### src/rsx_pkg.sv
// Shared constants, types and helper functions for the instruction executor.
package rsx_pkg;

  localparam int NUM_REGS   = 16;
  localparam int MEM_WORDS  = 16;   // power of two: address is the low bits of the sum
  localparam int DATA_WIDTH = 16;

  localparam int REG_AW = $clog2(NUM_REGS);
  localparam int MEM_AW = $clog2(MEM_WORDS);

  // opcodes
  localparam logic [5:0] OP_RTYPE = 6'd0;
  localparam logic [5:0] OP_BNE   = 6'd5;
  localparam logic [5:0] OP_ADDI  = 6'd8;
  localparam logic [5:0] OP_LW    = 6'd35;
  localparam logic [5:0] OP_SW    = 6'd43;

  // funct codes, register format
  localparam logic [5:0] FN_ADD = 6'd32;
  localparam logic [5:0] FN_SUB = 6'd34;
  localparam logic [5:0] FN_AND = 6'd36;
  localparam logic [5:0] FN_OR  = 6'd37;
  localparam logic [5:0] FN_XOR = 6'd38;

  typedef logic [DATA_WIDTH-1:0] data_t;
  typedef logic [REG_AW-1:0]     reg_addr_t;
  typedef logic [MEM_AW-1:0]     mem_addr_t;

  typedef struct packed {
    logic      en;
    reg_addr_t addr;
    data_t     data;
  } reg_wr_t;

  typedef struct packed {
    logic      en;
    mem_addr_t addr;
    data_t     data;
  } mem_wr_t;

  // 5-bit register field reduced modulo NUM_REGS (restoring reduction, 5 steps)
  function automatic reg_addr_t reg_sel(input logic [4:0] v);
    logic [9:0] r;
    logic [9:0] lim;
    r = 10'(v);
    for (int k = 4; k >= 0; k--) begin
      lim = 10'(NUM_REGS) << k;
      if (r >= lim) begin
        r = r - lim;
      end
    end
    return REG_AW'(r);
  endfunction

  // power-on contents: entry i holds i
  function automatic data_t reg_init(input reg_addr_t idx);
    return DATA_WIDTH'(idx);
  endfunction

  function automatic data_t mem_init(input mem_addr_t idx);
    return DATA_WIDTH'(idx);
  endfunction

endpackage

### src/rsx_regfile.sv
// Register file: two synchronous read ports, one write port, per-entry valid bits.
module rsx_regfile
  import rsx_pkg::*;
(
  input  logic      clk,
  input  logic      rst,
  input  logic      rd_en,
  input  reg_addr_t rd_a_addr,
  input  reg_addr_t rd_b_addr,
  output data_t     rd_a_data,
  output data_t     rd_b_data,
  input  reg_wr_t   wr
);

  data_t               mem [NUM_REGS];
  logic [NUM_REGS-1:0] vld;

  data_t     a_q, b_q;
  logic      a_vld, b_vld;
  reg_addr_t a_addr, b_addr;

  always_ff @(posedge clk) begin
    if (wr.en) begin
      mem[wr.addr] <= wr.data;
    end
    if (rd_en) begin
      a_q    <= mem[rd_a_addr];
      b_q    <= mem[rd_b_addr];
      a_vld  <= vld[rd_a_addr];
      b_vld  <= vld[rd_b_addr];
      a_addr <= rd_a_addr;
      b_addr <= rd_b_addr;
    end
  end

  always_ff @(posedge clk) begin
    if (rst) begin
      vld <= '0;
    end else if (wr.en) begin
      vld[wr.addr] <= 1'b1;
    end
  end

  // unwritten entries read as their reset value
  assign rd_a_data = a_vld ? a_q : reg_init(a_addr);
  assign rd_b_data = b_vld ? b_q : reg_init(b_addr);

endmodule

### src/rsx_dmem.sv
// Data memory: one synchronous read port, one write port, per-word valid bits.
module rsx_dmem
  import rsx_pkg::*;
(
  input  logic      clk,
  input  logic      rst,
  input  logic      rd_en,
  input  mem_addr_t rd_addr,
  output data_t     rd_data,
  input  mem_wr_t   wr
);

  data_t                mem [MEM_WORDS];
  logic [MEM_WORDS-1:0] vld;

  data_t     rd_q;
  logic      rd_vld;
  mem_addr_t rd_addr_q;

  always_ff @(posedge clk) begin
    if (wr.en) begin
      mem[wr.addr] <= wr.data;
    end
    if (rd_en) begin
      rd_q      <= mem[rd_addr];
      rd_vld    <= vld[rd_addr];
      rd_addr_q <= rd_addr;
    end
  end

  always_ff @(posedge clk) begin
    if (rst) begin
      vld <= '0;
    end else if (wr.en) begin
      vld[wr.addr] <= 1'b1;
    end
  end

  assign rd_data = rd_vld ? rd_q : mem_init(rd_addr_q);

endmodule

### src/risc_subset_instruction_executor_unit.sv
// Timing: an accepted instruction is registered into S1 and then into S2, where
//   result_valid is raised; result_stall can hold it in either stage.
// Throughput: one instruction per cycle while result_stall is low; set by the register file
//   read in the accept cycle and the data memory read in the execute cycle.
// Reset: rst (sync, active high) empties the pipeline and clears the valid bits,
//   so every register and memory word reads as its own index until written.
module risc_subset_instruction_executor_unit
  import rsx_pkg::*;
(
  input  logic        clk,
  input  logic        rst,
  // instruction channel
  input  logic        instr_valid,
  output logic        instr_stall,
  input  logic [31:0] instruction_word,
  // result channel
  output logic        result_valid,
  input  logic        result_stall,
  output logic        is_r_format,
  output logic        reg_write,
  output logic [3:0]  reg_index,
  output logic [15:0] reg_value,
  output logic        mem_write,
  output logic [3:0]  mem_index,
  output logic [15:0] mem_value,
  output logic        bne_flag,
  output logic        recognized
);

  // ---------------------------------------------------------------------------
  // Pipeline
  //   accept : register file read issued with rs/rt of the incoming word
  //   S1     : decode, operand forwarding, ALU, address; data memory read or
  //            store issued at the S1 -> S2 edge
  //   S2     : output stage; load data arrives here; register write-back at
  //            the edge the result transaction completes
  // S2 moves when the output stage is free or drained; an empty S1 also accepts while S2 is stalled.
  // ---------------------------------------------------------------------------

  logic        s1_valid;
  logic [31:0] s1_instr;

  logic      s2_valid;
  logic      s2_rfmt, s2_rw, s2_lw, s2_mw, s2_bne, s2_rec;
  reg_addr_t s2_ri;
  data_t     s2_alu;
  mem_addr_t s2_mi;
  data_t     s2_mv;

  reg_wr_t wb;       // most recent register write, covers read-during-write
  reg_wr_t rf_wr;
  mem_wr_t dm_wr;

  logic  adv, accept, deliver;
  data_t rf_a, rf_b, dm_rdata, s2_rv;

  assign deliver     = s2_valid && !result_stall;
  assign adv         = !s2_valid || !result_stall;
  assign instr_stall = s1_valid && !adv;
  assign accept      = instr_valid && !instr_stall;

  // ---------------------------------------------------------------------------
  // Register file
  // ---------------------------------------------------------------------------
  rsx_regfile u_regfile (
    .clk       (clk),
    .rst       (rst),
    .rd_en     (accept),
    .rd_a_addr (reg_sel(instruction_word[25:21])),
    .rd_b_addr (reg_sel(instruction_word[20:16])),
    .rd_a_data (rf_a),
    .rd_b_data (rf_b),
    .wr        (rf_wr)
  );

  // ---------------------------------------------------------------------------
  // S1: decode and execute
  // ---------------------------------------------------------------------------
  logic [5:0] op, fn;
  reg_addr_t  rs, rt, rd;
  data_t      imm, a, b, sum_ai;
  mem_addr_t  addr;

  logic      x_rfmt, x_rw, x_lw, x_mw, x_bne, x_rec;
  reg_addr_t x_ri;
  data_t     x_alu;

  assign op  = s1_instr[31:26];
  assign fn  = s1_instr[5:0];
  assign rs  = reg_sel(s1_instr[25:21]);
  assign rt  = reg_sel(s1_instr[20:16]);
  assign rd  = reg_sel(s1_instr[15:11]);
  assign imm = DATA_WIDTH'({{32{s1_instr[15]}}, s1_instr[15:0]});

  // Operand forwarding: the instruction in S2 has not written back yet, and
  // the write that landed on the same edge as our read was missed by it.
  assign a = (s2_valid && s2_rw && s2_ri == rs) ? s2_rv :
             (wb.en && wb.addr == rs)            ? wb.data : rf_a;
  assign b = (s2_valid && s2_rw && s2_ri == rt) ? s2_rv :
             (wb.en && wb.addr == rt)            ? wb.data : rf_b;

  assign sum_ai = a + imm;
  assign addr   = MEM_AW'(sum_ai);

  always_comb begin
    x_rfmt = (op == OP_RTYPE);
    x_rw   = 1'b0;
    x_lw   = 1'b0;
    x_mw   = 1'b0;
    x_bne  = 1'b0;
    x_rec  = 1'b0;
    x_ri   = '0;
    x_alu  = '0;
    if (x_rfmt) begin
      x_ri  = rd;
      x_rec = 1'b1;
      case (fn)
        FN_ADD:  x_alu = a + b;
        FN_SUB:  x_alu = a - b;
        FN_AND:  x_alu = a & b;
        FN_OR:   x_alu = a | b;
        FN_XOR:  x_alu = a ^ b;
        default: x_rec = 1'b0;
      endcase
      x_rw = x_rec;
      if (!x_rec) begin
        x_ri  = '0;
        x_alu = '0;
      end
    end else begin
      case (op)
        OP_ADDI: begin
          x_rec = 1'b1;
          x_rw  = 1'b1;
          x_ri  = rt;
          x_alu = sum_ai;
        end
        OP_LW: begin
          x_rec = 1'b1;
          x_rw  = 1'b1;
          x_lw  = 1'b1;
          x_ri  = rt;
        end
        OP_SW: begin
          x_rec = 1'b1;
          x_mw  = 1'b1;
        end
        OP_BNE: begin
          x_rec = 1'b1;
          x_bne = 1'b1;
        end
        default: x_rec = 1'b0;
      endcase
    end
  end

  // ---------------------------------------------------------------------------
  // Data memory: loads read and stores write as S1 moves to S2. Only one
  // instruction is in S1, so a load never races a store on the same edge.
  // ---------------------------------------------------------------------------
  assign dm_wr.en   = adv && s1_valid && x_mw;
  assign dm_wr.addr = addr;
  assign dm_wr.data = b;

  rsx_dmem u_dmem (
    .clk     (clk),
    .rst     (rst),
    .rd_en   (adv && s1_valid && x_lw),
    .rd_addr (addr),
    .rd_data (dm_rdata),
    .wr      (dm_wr)
  );

  // ---------------------------------------------------------------------------
  // Pipeline registers
  // ---------------------------------------------------------------------------
  always_ff @(posedge clk) begin
    if (rst) begin
      s1_valid <= 1'b0;
      s2_valid <= 1'b0;
    end else begin
      if (accept) begin
        s1_valid <= 1'b1;
      end else if (adv) begin
        s1_valid <= 1'b0;
      end
      if (adv) begin
        s2_valid <= s1_valid;
      end
    end
  end

  always_ff @(posedge clk) begin
    if (accept) begin
      s1_instr <= instruction_word;
    end
    if (adv) begin
      s2_rfmt <= x_rfmt;
      s2_rw   <= x_rw;
      s2_lw   <= x_lw;
      s2_mw   <= x_mw;
      s2_bne  <= x_bne;
      s2_rec  <= x_rec;
      s2_ri   <= x_ri;
      s2_alu  <= x_alu;
      s2_mi   <= (x_lw || x_mw) ? addr : '0;
      s2_mv   <= x_mw ? b : '0;
    end
  end

  // ---------------------------------------------------------------------------
  // S2: write-back on delivery
  // ---------------------------------------------------------------------------
  assign s2_rv = s2_lw ? dm_rdata : s2_alu;

  assign rf_wr.en   = deliver && s2_rw;
  assign rf_wr.addr = s2_ri;
  assign rf_wr.data = s2_rv;

  always_ff @(posedge clk) begin
    if (rst) begin
      wb.en <= 1'b0;
    end else if (rf_wr.en) begin
      wb.en <= 1'b1;
    end
    if (rf_wr.en) begin
      wb.addr <= rf_wr.addr;
      wb.data <= rf_wr.data;
    end
  end

  // ---------------------------------------------------------------------------
  // Result transaction
  // ---------------------------------------------------------------------------
  assign result_valid = s2_valid;
  assign is_r_format  = s2_rfmt;
  assign reg_write    = s2_rw;
  assign reg_index    = 4'(s2_ri);
  assign reg_value    = 16'(s2_rv);
  assign mem_write    = s2_mw;
  assign mem_index    = 4'(s2_mi);
  assign mem_value    = 16'(s2_mv);
  assign bne_flag     = s2_bne;
  assign recognized   = s2_rec;

`ifndef SYNTH
  // input is held off only when both stages are full and the output is stalled
  a_stall_only_when_full: assert property (@(posedge clk) disable iff (rst)
    instr_stall |-> (s1_valid && s2_valid && result_stall))
    else $error("instruction stalled with room in the pipeline");

  // a result appears only from an instruction that sat in S1
  a_s2_from_s1: assert property (@(posedge clk) disable iff (rst)
    $rose(s2_valid) |-> $past(s1_valid))
    else $error("result without a preceding instruction");

  // a delivered register write is what forwarding sees on the next cycle
  a_wb_tracks: assert property (@(posedge clk) disable iff (rst)
    rf_wr.en |=> (wb.en && wb.addr == $past(s2_ri) && wb.data == $past(s2_rv)))
    else $error("write-back bypass out of step with the register file");

  // a branch flag never comes with a register or memory write
  a_bne_no_write: assert property (@(posedge clk) disable iff (rst)
    (result_valid && bne_flag) |-> (!reg_write && !mem_write))
    else $error("bne result with a state write");
`endif

endmodule
### config.mk
export PLATFORM = sky130hd
export DESIGN_NAME = risc_subset_instruction_executor_unit
export DESIGN_NICKNAME = d
export VERILOG_FILES = /design/src/rsx_pkg.sv /design/src/rsx_regfile.sv /design/src/rsx_dmem.sv /design/src/risc_subset_instruction_executor_unit.sv
export SDC_FILE = /design/constraint.sdc
export NUM_CORES = 1
export LEC_CHECK = 0
export BUFFER_PORTS_ARGS = -buffer_cell sky130_fd_sc_hd__buf_2
export CAP_MARGIN = 5
export CORE_MARGIN = 2
export CORE_UTILIZATION = 40
export CTS_CLUSTER_SIZE = 16
export DETAILED_ROUTE_END_ITERATION = 10
export SYNTH_ARGS = -nofsm -noshare
export SYNTH_HDL_FRONTEND = slang
export SYNTH_SLANG_ARGS = --single-unit
### constraint.sdc
create_clock -name clk -period 7.63 [get_ports clk]
set_input_delay 1.526 -clock clk [delete_from_list [all_inputs] [get_ports clk]]
set_output_delay 1.526 -clock clk [all_outputs]
set_load 0.01 [all_outputs]
==> results.sh <==
export IMPL_grt_pass1_vias=17988
export IMPL_synth_seq_cells=698
export IMPL_netlist_area_mm2=0.0318
export IMPL_synth_top_area_share_pct=62.7
export IMPL_cp_top_family="compound AO/OA/AOI/OAI gates"
export IMPL_cp_common_cell="xnor2_1"
export IMPL_seq_area_mm2=0.0206
export IMPL_status="complete, no violations"
export IMPL_critPathMaxFanout=19
export IMPL_start_util_pct=40.3
export IMPL_use_met2_pct=33.7
export IMPL_crit_required_ns=7.96
export IMPL_cts_repair_resized=0
export IMPL_met3_usage_pct=3.53
export IMPL_post_cts_buffers=0
export IMPL_cp_arrival_ns=6.11
export IMPL_gp_congestion=0.863
export IMPL_ys_top_cells_by_area="edfxtp_1 (63%), mux4_2 (18%), ha_1 (2.4%), dfxtp_1 (2.2%), nor2_1 (2.1%)"
export IMPL_min_path_type="reg -> reg"
export IMPL_clk_pin_slew_ns=0.06
export IMPL_powerDensity_mw_per_mm2=244
export IMPL_detail_route_wl_per_cell_um=27.9
export IMPL_io_buffers=80
export IMPL_cts_hold_buffers=0
export IMPL_drc=0
export IMPL_globalRouteTotalUtil_pct=20.7
export IMPL_yosysTopAreaCell="edfxtp_1"
export IMPL_final_nets=2016
export IMPL_worstSetupPathType="reg -> reg"
export IMPL_yosysMostFrequentCell="edfxtp_1"
export IMPL_peakVddDrop_v=0.000170
export IMPL_critPathBufInv=2
export IMPL_ys_flop_type="edfxtp_1"
export IMPL_max_freq_mhz=173
export IMPL_antenna_found_initial=3
export IMPL_root_buffer="clkbuf_16"
export IMPL_final_layout_size_suffix_gt1_share_pct=28.4
export IMPL_synth_nets=1933
export IMPL_syn_inst=1833
export IMPL_drtIter0Drc=1923
export IMPL_clk_latency_ns=0.64
export IMPL_maxCapViolations=0
export IMPL_diodes=0
export IMPL_nFillCells=6747
export IMPL_synth_common_cells="edfxtp_1 (663), mux4_2 (255), nor2_1 (181), clkbuf_1 (74), ha_1 (62)"
export IMPL_ys_seq_area_share_pct=64.9
export IMPL_fin_area_mm2=0.0360
export IMPL_tns_ns=0
export IMPL_rsz0062_at_grt="false"
export IMPL_yosysWarnings=0
export IMPL_max_stage_delay_ns=0.60
export IMPL_multi_input_area_mm2=0.0106
export IMPL_skew_ns=0.0538
export IMPL_start_kind="flip-flop"
export IMPL_synth_edf_count=663
export IMPL_rows=103
export IMPL_critPathSlowestCell="edfxtp_1"
export IMPL_dp_hpwl_mm=52.3
export IMPL_postRouteWirelength_mm=84.5
export IMPL_cts_tree="done"
export IMPL_period_needed_ns=5.78
export IMPL_grt_pass1_wl_mm=123
export IMPL_drt_first_pass_iters=5
export IMPL_numCtsBuffers=75
export IMPL_setup_viol=0
export IMPL_num_vias=17798
export IMPL_cts_sinks=698
export IMPL_pin_count=83
export IMPL_timing_final_crit_share_pct=75.8
export IMPL_placed_cells=2888
export IMPL_grt_start_max_net_pins=65
export IMPL_ant_nets=0
export IMPL_final_util_pct=45.7
export IMPL_die_w_um=286
export IMPL_drv_slew=0
export IMPL_path_cells="xnor2_1 > nand3_1 > or2_1 > buf_4 > a31oi_4 > inv_2 > a2111oi_4 > and4_1 > a21oi_1 > xnor2_1 > ha_1 > and3_1 > a211oi_1 > a21oi_1 > a31oi_1 > o21ai_0 > xnor2_1 > o221ai_1"
export IMPL_die_h_um=286
export IMPL_top_usage_layer="met2"
export IMPL_total_power_mw=8.76
export IMPL_final_cells=3028
export IMPL_die_area_mm2=0.0817
export IMPL_place_area_mm2=0.0335
export IMPL_use_met1_pct=28.7
export IMPL_areaGrowthSynthToFinish_pct=13.2
export IMPL_cp_end_kind="flip-flop"
export IMPL_async_flop_share_pct=0
export IMPL_syn_avg_cell_area_um2=17.3
export IMPL_max_slew_worst_pin_slew_ns=1.38
export IMPL_htree_num_levels=3
export IMPL_rrSetupSlack_ns=1.85
export IMPL_p_leak_nw=12.2
export IMPL_core_area_mm2=0.0787
export IMPL_avgViaCountPerCell=5.88
export IMPL_grt_overflow=0
export IMPL_slew_headroom_pct=7.93
export IMPL_cts_buffer_depth=3
export IMPL_yosysUniqueCellTypes=72
export IMPL_finalHoldViolCount=0
[cell type report]
type	count	share of cell area, %
timing repair buffer	126	2.11
sequential	698	57.3
clock buffer	91	5.44
inverter	54	0.564
tap	1050	3.65
multi-input combinational	961	29.5
clock inverter	48	1.42
[per-layer routing]
| metal | wire length, um | part of all wire [%] |
|---|---|---|
| met1 | 35100 | 42 |
| met2 | 40700 | 48 |
| met3 | 6330 | 7.5 |
| met4 | 2340 | 2.8 |
| met5 | 0 | 0 |
[registers in the layout, indices dropped and copies added (netlist names), 16 cells and up]
signal         count
u_regfile.b_q     16
u_regfile.mem    256
u_dmem.rd_q       16
u_dmem.vld        16
mem_value         16
wb                21
s2_alu            16
u_regfile.a_q     16
s1_instr          30
u_dmem.mem       256
u_regfile.vld     16
[worst register-to-register path, cell delays in order, from the launching register on]
cell and delay (ns):
edfxtp_1 0.60, xnor2_1 0.24, nand3_1 0.37, or2_1 0.55
buf_4 0.30, a31oi_4 0.21, inv_2 0.21, a2111oi_4 0.42
and4_1 0.28, a21oi_1 0.11, xnor2_1 0.15, ha_1 0.40
and3_1 0.20, a211oi_1 0.41, a21oi_1 0.19, a31oi_1 0.32
o21ai_0 0.17, xnor2_1 0.17, o221ai_1 0.17
[power by group]
part / internal [mW] / switching (mW)
clock network: 2.06 / 1.56
logic: 0.366 / 0.489
registers: 4.24 / 0.0339
[logic make-up after synthesis]
family	count (synthesis)	synth area share, %
DFF	698	64.9
and+or+nand+nor	348	4.96
muxes	290	19.2
AOI/OAI and AO/OA	209	4.67
buffers and inverters	174	2.33
adders and majority gates	64	2.57
xor gates and xnor gates	50	1.38
[cells in the final DEF, fill, tap and decap left out, types with 35 or more instances in the layout]
| master | n |
|---|---|
| edfxtp_1 | 663 |
| mux4_2 | 255 |
| nor2_1 | 152 |
| buf_2 | 78 |
| clkbuf_16 | 75 |
| ha_1 | 61 |
| inv_1 | 53 |
| nand2_1 | 50 |
| buf_4 | 47 |
| a21oi_1 | 45 |
| dfxtp_1 | 35 |
[per-stage QoR]
step                hold WS, ns  setup WS, ns
global placement          0.444          1.94
finish                    0.465          1.85
floorplan                 0.435          2.56
global route              0.500          1.61
CTS                       0.470          1.92
detailed placement        0.457          1.90
[final timing paths]
check,from,to,cells after the start
worst max-delay path,reg_index[0]$_DFFE_PN_,s2_alu[15]$_DFFE_PN_,18
worst min-delay path,u_dmem.vld[10]$_SDFFE_PP0P_,u_dmem.vld[10]$_SDFFE_PP0P_,2
worst max register to register,reg_index[0]$_DFFE_PN_,s2_alu[15]$_DFFE_PN_,18
worst min register to register,u_dmem.vld[10]$_SDFFE_PP0P_,u_dmem.vld[10]$_SDFFE_PP0P_,2
Note: power is estimated with default switching activity, not from simulation.
